## src/rtl/matrix3x3_inverse_defines.svh

```systemverilog
// ----------------------------------------------------------------------------
// matrix3x3_inverse assertion macros
// Shared property shapes for the 3x3 inverse block, clocked on clk and
// switched off while rst is high.
// ----------------------------------------------------------------------------
`ifndef MATRIX3X3_INVERSE_DEFINES_SVH
`define MATRIX3X3_INVERSE_DEFINES_SVH

// consequent must hold in the same cycle as the antecedent
`define MI3_ASSERT_NOW(lbl, ante, cons, msg) \
  lbl: assert property (@(posedge clk) disable iff (rst) (ante) |-> (cons)) \
    else $error(msg);

// consequent must hold in the cycle after the antecedent
`define MI3_ASSERT_NEXT(lbl, ante, cons, msg) \
  lbl: assert property (@(posedge clk) disable iff (rst) (ante) |=> (cons)) \
    else $error(msg);

`endif

```

## src/rtl/mi3_pkg.sv

```systemverilog
// ----------------------------------------------------------------------------
// mi3_pkg
// Widths, result types and the rounding/clipping function shared by the
// 3x3 inverse datapath.
// ----------------------------------------------------------------------------
package mi3_pkg;

  // element and intermediate widths
  localparam int ELEM_W   = 32;
  localparam int N_ELEM   = 9;
  localparam int PROD_W   = 2 * ELEM_W;
  localparam int COF_W    = PROD_W + 1;
  localparam int LO_W     = ELEM_W;
  localparam int HI_W     = COF_W - LO_W;
  localparam int PART_W   = ELEM_W + HI_W;
  localparam int TERM_W   = ELEM_W + COF_W;
  localparam int DET_W    = TERM_W + 2;
  localparam int DMAG_W   = TERM_W;
  localparam int SCALE_SH = 32;
  localparam int NUM_W    = DMAG_W + 1;
  localparam int D2_W     = DMAG_W + 1;
  localparam int QUO_W    = ELEM_W + 2;
  localparam int CMP_W    = D2_W + QUO_W;
  localparam int RND_W    = DMAG_W + 1;

  // stream widths
  localparam int IN_W   = N_ELEM * ELEM_W;
  localparam int OUT_W  = (N_ELEM + 1) * ELEM_W;
  localparam int USER_W = 2;

  localparam logic [ELEM_W-1:0] MAX_POS = {1'b0, {(ELEM_W-1){1'b1}}};
  localparam logic [ELEM_W-1:0] MIN_NEG = {1'b1, {(ELEM_W-1){1'b0}}};

  typedef struct packed {
    logic              sat;
    logic [ELEM_W-1:0] value;
  } res_t;

  typedef struct packed {
    logic              neg;
    logic [DMAG_W-1:0] mag;
  } det_info_t;

  typedef struct packed {
    logic zero;
    res_t res;
  } det_out_t;

  // rounded magnitude plus sign to a clipped Q16.16 code; top bit of q is
  // the "far too big" flag
  function automatic res_t sat_q(input logic [QUO_W-1:0] q, input logic neg);
    res_t r;
    r.sat   = 1'b0;
    r.value = q[ELEM_W-1:0];
    if (!neg) begin
      if (q[QUO_W-1:ELEM_W-1] != '0) begin
        r.sat   = 1'b1;
        r.value = MAX_POS;
      end
    end else begin
      if ((q[QUO_W-1:ELEM_W] != '0) || (q[ELEM_W-1] && (q[ELEM_W-2:0] != '0))) begin
        r.sat   = 1'b1;
        r.value = MIN_NEG;
      end else begin
        r.value = ELEM_W'(0) - q[ELEM_W-1:0];
      end
    end
    return r;
  endfunction

endpackage

```

## src/rtl/mi3_merge.sv

```systemverilog
// ----------------------------------------------------------------------------
// mi3_merge
// Clips the nine lane quotients, applies the singular case and gathers the
// clip flags into one result item; this is the output register.
// ----------------------------------------------------------------------------
module mi3_merge (
  input  logic                                              clk,
  input  logic                                              en,
  input  logic [mi3_pkg::N_ELEM-1:0][mi3_pkg::QUO_W-1:0]    q,
  input  logic [mi3_pkg::N_ELEM-1:0]                        neg,
  input  mi3_pkg::det_out_t                                 det,
  output logic [mi3_pkg::N_ELEM-1:0][mi3_pkg::ELEM_W-1:0]   inv,
  output logic [mi3_pkg::ELEM_W-1:0]                        det_value,
  output logic                                              singular,
  output logic                                              saturated
);

  mi3_pkg::res_t lane_res [mi3_pkg::N_ELEM];
  logic          sat_any;

  // per-lane clipping and flag merge
  always_comb begin
    sat_any = det.res.sat;
    for (int k = 0; k < mi3_pkg::N_ELEM; k++) begin
      lane_res[k] = mi3_pkg::sat_q(q[k], neg[k]);
      sat_any     = sat_any | lane_res[k].sat;
    end
  end

  // output register
  always_ff @(posedge clk) begin
    if (en) begin
      for (int k = 0; k < mi3_pkg::N_ELEM; k++) begin
        inv[k] <= det.zero ? '0 : lane_res[k].value;
      end
      det_value <= det.res.value;
      singular  <= det.zero;
      saturated <= det.zero ? 1'b0 : sat_any;
    end
  end

endmodule

```

## config.mk

```make
export PLATFORM = sky130hd
export DESIGN_NAME = mi3_merge
export DESIGN_NICKNAME = d
export VERILOG_FILES = /design/src/rtl/matrix3x3_inverse_defines.svh /design/src/rtl/mi3_pkg.sv /design/src/rtl/mi3_merge.sv
export SDC_FILE = /design/constraint.sdc
export NUM_CORES = 1
export LEC_CHECK = 0
export BUFFER_PORTS_ARGS = -buffer_cell sky130_fd_sc_hd__buf_2
export CAP_MARGIN = 10
export CORE_AREA = 3 3 263 265
export CTS_CLUSTER_DIAMETER = 200
export CTS_CLUSTER_SIZE = 14
export DETAILED_ROUTE_END_ITERATION = 10
export DIE_AREA = 0 0 266 268
export GPL_ROUTABILITY_DRIVEN = 0
export PLACE_DENSITY = 0.61
export SETUP_SLACK_MARGIN = 0.05
export SLEW_MARGIN = 20
export SYNTH_ARGS = -nofsm -noshare
export SYNTH_HDL_FRONTEND = slang
export SYNTH_SLANG_ARGS = --single-unit
```

## constraint.sdc

```tcl
create_clock -name clk -period 3.5 [get_ports clk]
set_input_delay 0.35 -clock clk [delete_from_list [all_inputs] [get_ports clk]]
set_output_delay 0.35 -clock clk [all_outputs]
set_load 0.05 [all_outputs]
```

==> impl_results.md, run 1 <==
* Vias in the first global route at 20400
* Largest net degree at the start of global routing at 103
* Worst path required time at 3.94 ns
* Slew Limit Fails at 0
* Sequential share of power at 45.2%
* Clock power share at 26.6%
* CP startpoint kind: input pin
* RSZ-0062 raised after global routing: no
* Mapped Avg Cell Area at 9.13 um^2
* Crit path kind: in2reg
* Leak at 9.33 nW
* Row count at 95
* GRT Residual Overflow at 0
* Final net count at 3261
* Post-layout instance area at 26100 um^2
* Max Freq at 386 MHz
* 1st-iter DRT viols at 2282
* Core box area at 67000 um^2
* Initial antenna violation count at 30
* Max-cap violations at 0
* Post-synth ARST share at 0%
* Commonest non-fill, non-tap cells in the layout: 670 x buf_2, 322 x edfxtp_1, 228 x nor2_1
* Max-slew headroom at 38.5%
* IO buf count at 672
* Vias/cell at 5.81
* Hold_sp: q[17]
* Depth of the worst hold-timing path at 2
* Drt total wl at 87.4 mm
* Yosys cell types at 73
* Worst-path fanout max at 16
* Final min period at 2.59 ns
* Root Driver: clkbuf_16
* Fill cells at 6890
* Setup TNS at 0 ns
* # DRC at 0
* Global router's overall resource usage at 23.1%
* Crit share post-route at 74.1%
* Seq/Total Area, Yosys at 47.4%
* Antenna viol nets, final at 0
* Number of synthesized flops with an enable pin at 322
* Area delta synth->final at 27.7%
* Tightest Pin Transition at 0.920 ns
* WP data arrival at 3.03 ns
* Most used DFF post-synth: edfxtp_1
* Wire length per cell at 23.1 um
* First-pass GRT wire length at 129 mm
* Sw Share at 36.6%
* Switching pwr at 3.83 mW
* Crit end category: flop
* Io pins at 673
* CTS Buf Count at 26
* Final hold viol count at 0
* Hold endpoint: inv[17]
* # resized after CTS at 0
* Mapped Area at 20400 um^2
* Die height at 268 um
* Post-CTS setup buffers at 0
* Die ar. at 71300 um^2
* Level count of the clock H-tree at 1
* Outcome: finished clean
* Logic pwr share at 28.2%
* Seq cells post-synth at 322
* Utilization after layout at 38.9%
* P_int at 6.65 mW
* Share of cells above drive strength 1 at 29.0%
* Most common cell after layout, fill and taps aside: buf_2
* Via count at 22000
* Syn_nets at 2596
* DR pass1 iterations at 5
* Placed inst area at 25000 um^2
* Worst vdd ir at 0.000268 V
* Hold Crit Class: in2reg
* Die width at 266 um
* Maximum clock insertion buffer count at 3
* Clock sink count at 322
* HPWL Detailed at 65.9 mm
* CTS tree: built
* Clock slew at reported path FFs at 0.08 ns
* Mapped Cells at 2236
* Syn. warnings at 0
* Cell Pwr Density at 402 nW/um^2
* Final setup viols at 0
* Initial Utilization at 30.4%
## power by group through the flow
| stage | logic [mW] | registers (mW) | clock network [mW] |
|---|---|---|---|
| 3_3_place_gp | 2.92 | 4.83 | 0 |
| 5_1_grt | 3.13 | 4.77 | 3.01 |
| 4_1_cts | 2.96 | 4.74 | 2.87 |
| 3_5_place_dp | 2.93 | 4.82 | 0 |
| 2_1_floorplan | 0.645 | 5.96 | 0 |
| 6_report | 2.96 | 4.74 | 2.78 |
## registers in the layout, indices dropped and copies added (netlist names)
| signal | cells |
|---|---|
| det_value | 32 |
| inv | 288 |
| saturated | 1 |
| singular | 1 |
## kinds of logic (layout without fill, tap and decap cells)
| logic type | count (synthesis) | in the layout | synth area share, % |
|---|---|---|---|
| AND/OR/NAND/NOR | 884 | 884 | 22.9 |
| AO/OA/AOI/OAI | 765 | 765 | 23.2 |
| flip-flops | 322 | 322 | 47.4 |
| buffers and inverters | 210 | 874 | 3.96 |
| XOR/XNOR | 43 | 43 | 1.85 |
| adder cells (fa/ha/maj) | 9 | 9 | 0.552 |
| multiplexers | 3 | 3 | 0.166 |
| other | 0 | 18 | 0 |
## area by class of cell
type | count | area, um^2 | share of cell area (%)
inverters | 59 | 221 | 0.850
repair buffers | 788 | 4410 | 16.9
clock buffers | 26 | 651 | 2.50
flip-flops and latches | 322 | 9670 | 37.1
multi-input cells | 1704 | 9960 | 38.2
clock inverters | 1 | 16.3 | 0.0624
well taps | 873 | 1090 | 4.19
diodes | 18 | 45.0 | 0.173
## metal layers
layer	global-route usage [%]	up-vias	routed length, um
met5	0	-	117
met4	8.02	18	3170
met3	5.20	189	8080
met2	38.6	1212	41200
met1	29.5	10500	34900
li1	-	10100	-
## stage by stage
| step | instances | hold slack (ns) | total power, mW | setup slack [ns] |
|---|---|---|---|---|
| finish | 3791 | 0.101 | 10.5 | 0.907 |
| global placement | 3714 | 0.527 | 7.74 | 0.348 |
| global route | 3784 | 0.0819 | 10.9 | 0.734 |
| detailed placement | 3714 | 0.529 | 7.75 | 0.282 |
| CTS | 3773 | 0.0505 | 10.6 | 0.947 |
| floorplan | 2236 | 0.449 | 6.61 | 0.612 |
## worst max path at each step
stage / startpoint / end
floorplan: q[15] / inv[21]
global placement: q[15] / inv[21]
detailed placement: q[157] / saturated
CTS: q[157] / saturated
global route: q[212] / inv[205]
finish: q[15] / inv[21]
## Yosys cell counts, types with 4 or more instances
cell | instances | area, um^2
clkbuf_1 | 142 | 533
and2_1 | 9 | 56.3
o21a_1 | 4 | 30.0
nor4b_1 | 5 | 43.8
o221ai_1 | 4 | 35.0
a21oi_1 | 220 | 1100
a41oi_1 | 5 | 43.8
a311o_1 | 8 | 80.1
nand3b_1 | 16 | 120
xor2_1 | 13 | 114
nand2_1 | 127 | 477
a21boi_0 | 23 | 173
nand2b_1 | 13 | 81.3
ha_1 | 9 | 113
o31a_1 | 6 | 52.6
or2_2 | 14 | 87.6
nand3_1 | 59 | 295
a31oi_1 | 128 | 801
nand4_1 | 42 | 263
nor3b_1 | 8 | 60.1
o22ai_1 | 16 | 100
a2111oi_0 | 10 | 87.6
inv_1 | 58 | 218
o311ai_0 | 5 | 43.8
edfxtp_1 | 322 | 9670
a21o_1 | 6 | 45.0
buf_1 | 4 | 15.0
and3_1 | 9 | 56.3
or4_1 | 58 | 435
a211o_1 | 7 | 61.3
nor2_1 | 228 | 856
a311oi_1 | 7 | 61.3
a31o_2 | 4 | 35.0
o41ai_1 | 20 | 175
or3b_2 | 13 | 114
a211oi_1 | 31 | 233
o21ai_0 | 185 | 926
or3_1 | 79 | 494
a221oi_1 | 21 | 184
o31ai_1 | 24 | 180
o221a_2 | 9 | 101
nor4_1 | 64 | 400
xnor2_1 | 30 | 263
nor3_1 | 112 | 561
nand4b_1 | 7 | 61.3
## worst max-delay path, stage by stage
cell     delay (ns)
buf_2          0.12
or3_1          0.43
or4_1          0.56
or4_4          0.68
and2_4         0.24
or4_1          0.47
a31oi_1        0.18
## repair_timing
| item | in CTS | in global routing |
|---|---|---|
| hold buffers | 32 | 0 |
| hold endpoints to repair | 32 | 0 |
| setup endpoints to repair | 0 | 0 |
No activity file was read; power rests on OpenSTA's default activity.
==> run 2, diff against run 1 <==
- CORE_AREA: 3 3 263 265 -> 3 3 261 263
- DIE_AREA: 0 0 266 268 -> 0 0 264 266
- PLACE_DENSITY: 0.61 -> 0.64
- clock period: 3.5 -> 2.1 ns (I/O delays scaled with it)
==> impl_results.md, run 2 (same netlist as run 1, synthesis figures left out) <==
* Die ar. at 70200 um^2 (-1.5%)
* Worst path depth at 7 (unchanged)
* Level count of the clock H-tree at 1 (unchanged)
* Largest Register: inv
* First-pass GRT wire length at 135 mm (+4.9%)
* GRT Residual Overflow at 0 (unchanged)
* Via count at 24200 (+10%)
* Share of cells above drive strength 1 at 43.5% (+15 points)
* Row count at 94 (-1.1%)
* IO buf count at 672 (unchanged)
* Io pins at 673 (unchanged)
* CTS Buf Count at 26 (unchanged)
* Root Driver: clkbuf_16
* Crit share post-route at 102%
* Antenna viol nets, final at 0 (unchanged)
* Crit path to: inv[23]
* Final setup viols at 4 (+4)
* Non-Filler Instances at 4345 (+15%)
* Crit end category: flop
* Cell Pwr Density at 581 nW/um^2 (+44%)
* Largest register FFs at 288 (unchanged)
* Slew Limit Fails at 0 (unchanged)
* Clock sink count at 322 (unchanged)
* Setup TNS at -0.0403 ns (-0.0403 ns)
* Core box area at 65900 um^2 (-1.8%)
* CP startpoint kind: input pin
* Most common cell after layout, fill and taps aside: buf_2
* Tightest Pin Transition at 0.793 ns (-0.126 ns)
* Clock slew at reported path FFs at 0.08 ns (about the same)
* Wire length per cell at 20.9 um (-9.6%)
* Max Freq at 468 MHz
* Slowest stage cell, crit path: or4_4
* Hold slack at 0.0390 ns (-0.0619 ns)
* Most frequent CP cell: or4_4
* Area delta synth->final at 53.3%
* Leak at 12.3 nW (+32%)
* Worst setup path startpoint: q[3]
* 1st-iter DRT viols at 2413 (+5.7%)
* RSZ-0062 raised after global routing: yes
* Crit-path cells: buf_6, or4_4, or3_4, or4_4, and2_4, or4_1, a31oi_1
* Die width at 264 um (-0.75%)
* Buf/Inv on CP at 1 (unchanged)
* Family with the most delay on the worst path: simple AND/OR/NAND/NOR gates
* CTS tree: built
* Outcome: complete, but fails checks
* Biggest regs: inv (288), det_value (32)
* Max-slew headroom at 46.9% (+8.5 points)
* Setup ws final at -0.0359 ns (-0.943 ns)
* DR pass1 iterations at 6 (+1)
* Maximum clock insertion buffer count at 3 (unchanged)
* Final hold viol count at 0 (unchanged)
* Max-cap violations at 0 (unchanged)
* WP data arrival at 2.57 ns (-0.46 ns)
* Hold Crit Class: in2reg
* Largest net degree at the start of global routing at 59 (-43%)
* Final min period at 2.14 ns
* Worst path required time at 2.53 ns (-1.41 ns)
* Final net count at 3826 (+17%)
* Global router's overall resource usage at 24.2% (+1.1 points)
* Crit-path max cell delay at 0.54 ns (-0.14 ns)
* # DRC at 0 (unchanged)
* Initial Utilization at 31.0% (+0.54 points)
* Die height at 266 um (-0.75%)
* Drt total wl at 90.6 mm (+3.6%)
* Vias/cell at 5.58 (-4.0%)
* Worst-path fanout max at 5 (-11)
* Failing checks: setup timing
* Commonest non-fill, non-tap cells in the layout: 664 x buf_2, 623 x buf_4, 322 x edfxtp_1
* Worst vdd ir at 0.000590 V (+120%)
* HPWL Detailed at 69.7 mm (+5.9%)
* Vias in the first global route at 22700 (+11%)
* Initial antenna violation count at 21 (-30%)
* Fill cells at 6260 (-9.1%)
* Placed Cells at 4247 (+14%)
* Crit path kind: in2reg
-- run 2: cell count changes in the layout (fill, tap and decap cells not counted), moves of 12 or more --
| cell | delta |
|---|---|
| or3b_4 | +12 |
| or4_1 | -13 |
| buf_4 | +545 |
| o21ai_1 | +29 |
| or4_4 | +13 |
| o21ai_0 | -31 |
-- run 2: timing repair --
| item | CTS | global route |
|---|---|---|
| setup endpoints to repair | 30 | 65 |
| setup buffers | 0 | 16 |
| gates resized for setup | 6 | 42 |
| hold buffers | 38 | 0 |
| cloned | 0 | 1 |
| pin swaps | 7 | 22 |
| hold endpoints to repair | 38 | 0 |
-- run 2: area by class of cell --
cell class	count	area (um^2)	area share [%]
multi-input cells	1705	10700	34.3
flip-flops and latches	322	9670	30.9
repair buffers	1352	8840	28.2
well taps	864	1080	3.46
clock buffers	27	676	2.16
inverters	59	259	0.828
diodes	16	40.0	0.128
-- run 2: how the worst min path moves through the flow --
stage | startpoint | endpoint | cells past startpoint
after floorplan | det[0] | det_value[0] | 0
after CTS | q[1] | inv[1] | 3
after global routing | q[1] | inv[1] | 3
after global placement | det[7] | det_value[7] | 1
after detailed placement | det[23] | det_value[23] | 1
final | q[1] | inv[1] | 3
-- run 2: stage by stage --
step                utilization [%]  cell area, um^2  worst slack (ns)  power (mW)
finish                         47.5            31300           -0.0359        18.2
CTS                            46.9            30900           0.00885        18.3
floorplan                         -            21300            -0.628        11.1
detailed placement             45.3            29800            -0.736        13.6
global placement               45.3            29800            -0.703        13.6
global route                   47.5            31300           -0.0523        18.9
-- run 2: power breakdown --
part	internal (mW)	total, mW	switching [mW]
logic	1.73	5.66	3.94
registers	7.71	7.90	0.188
clock network	2.25	4.61	2.36
total	11.7	18.2	6.49
-- run 2: tightest hold or removal path: cells and delay by family --
kind	cells	cell delay, ns
AOI/OAI and AO/OA	1	0.07
buffers and inverters	2	0.17
-- run 2: metal layers --
metal  global-route usage [%]  part of all wire [%]  wire length, um  vias to the layer above
met4                     7.66                   3.3             3010                        8
met2                     41.6                    49            44100                     1234
met3                     4.00                   8.1             7340                      192
li1                         -                     -                -                    11300
met1                     31.0                    40            36100                    11500
met5                        0                 0.065               59                        -
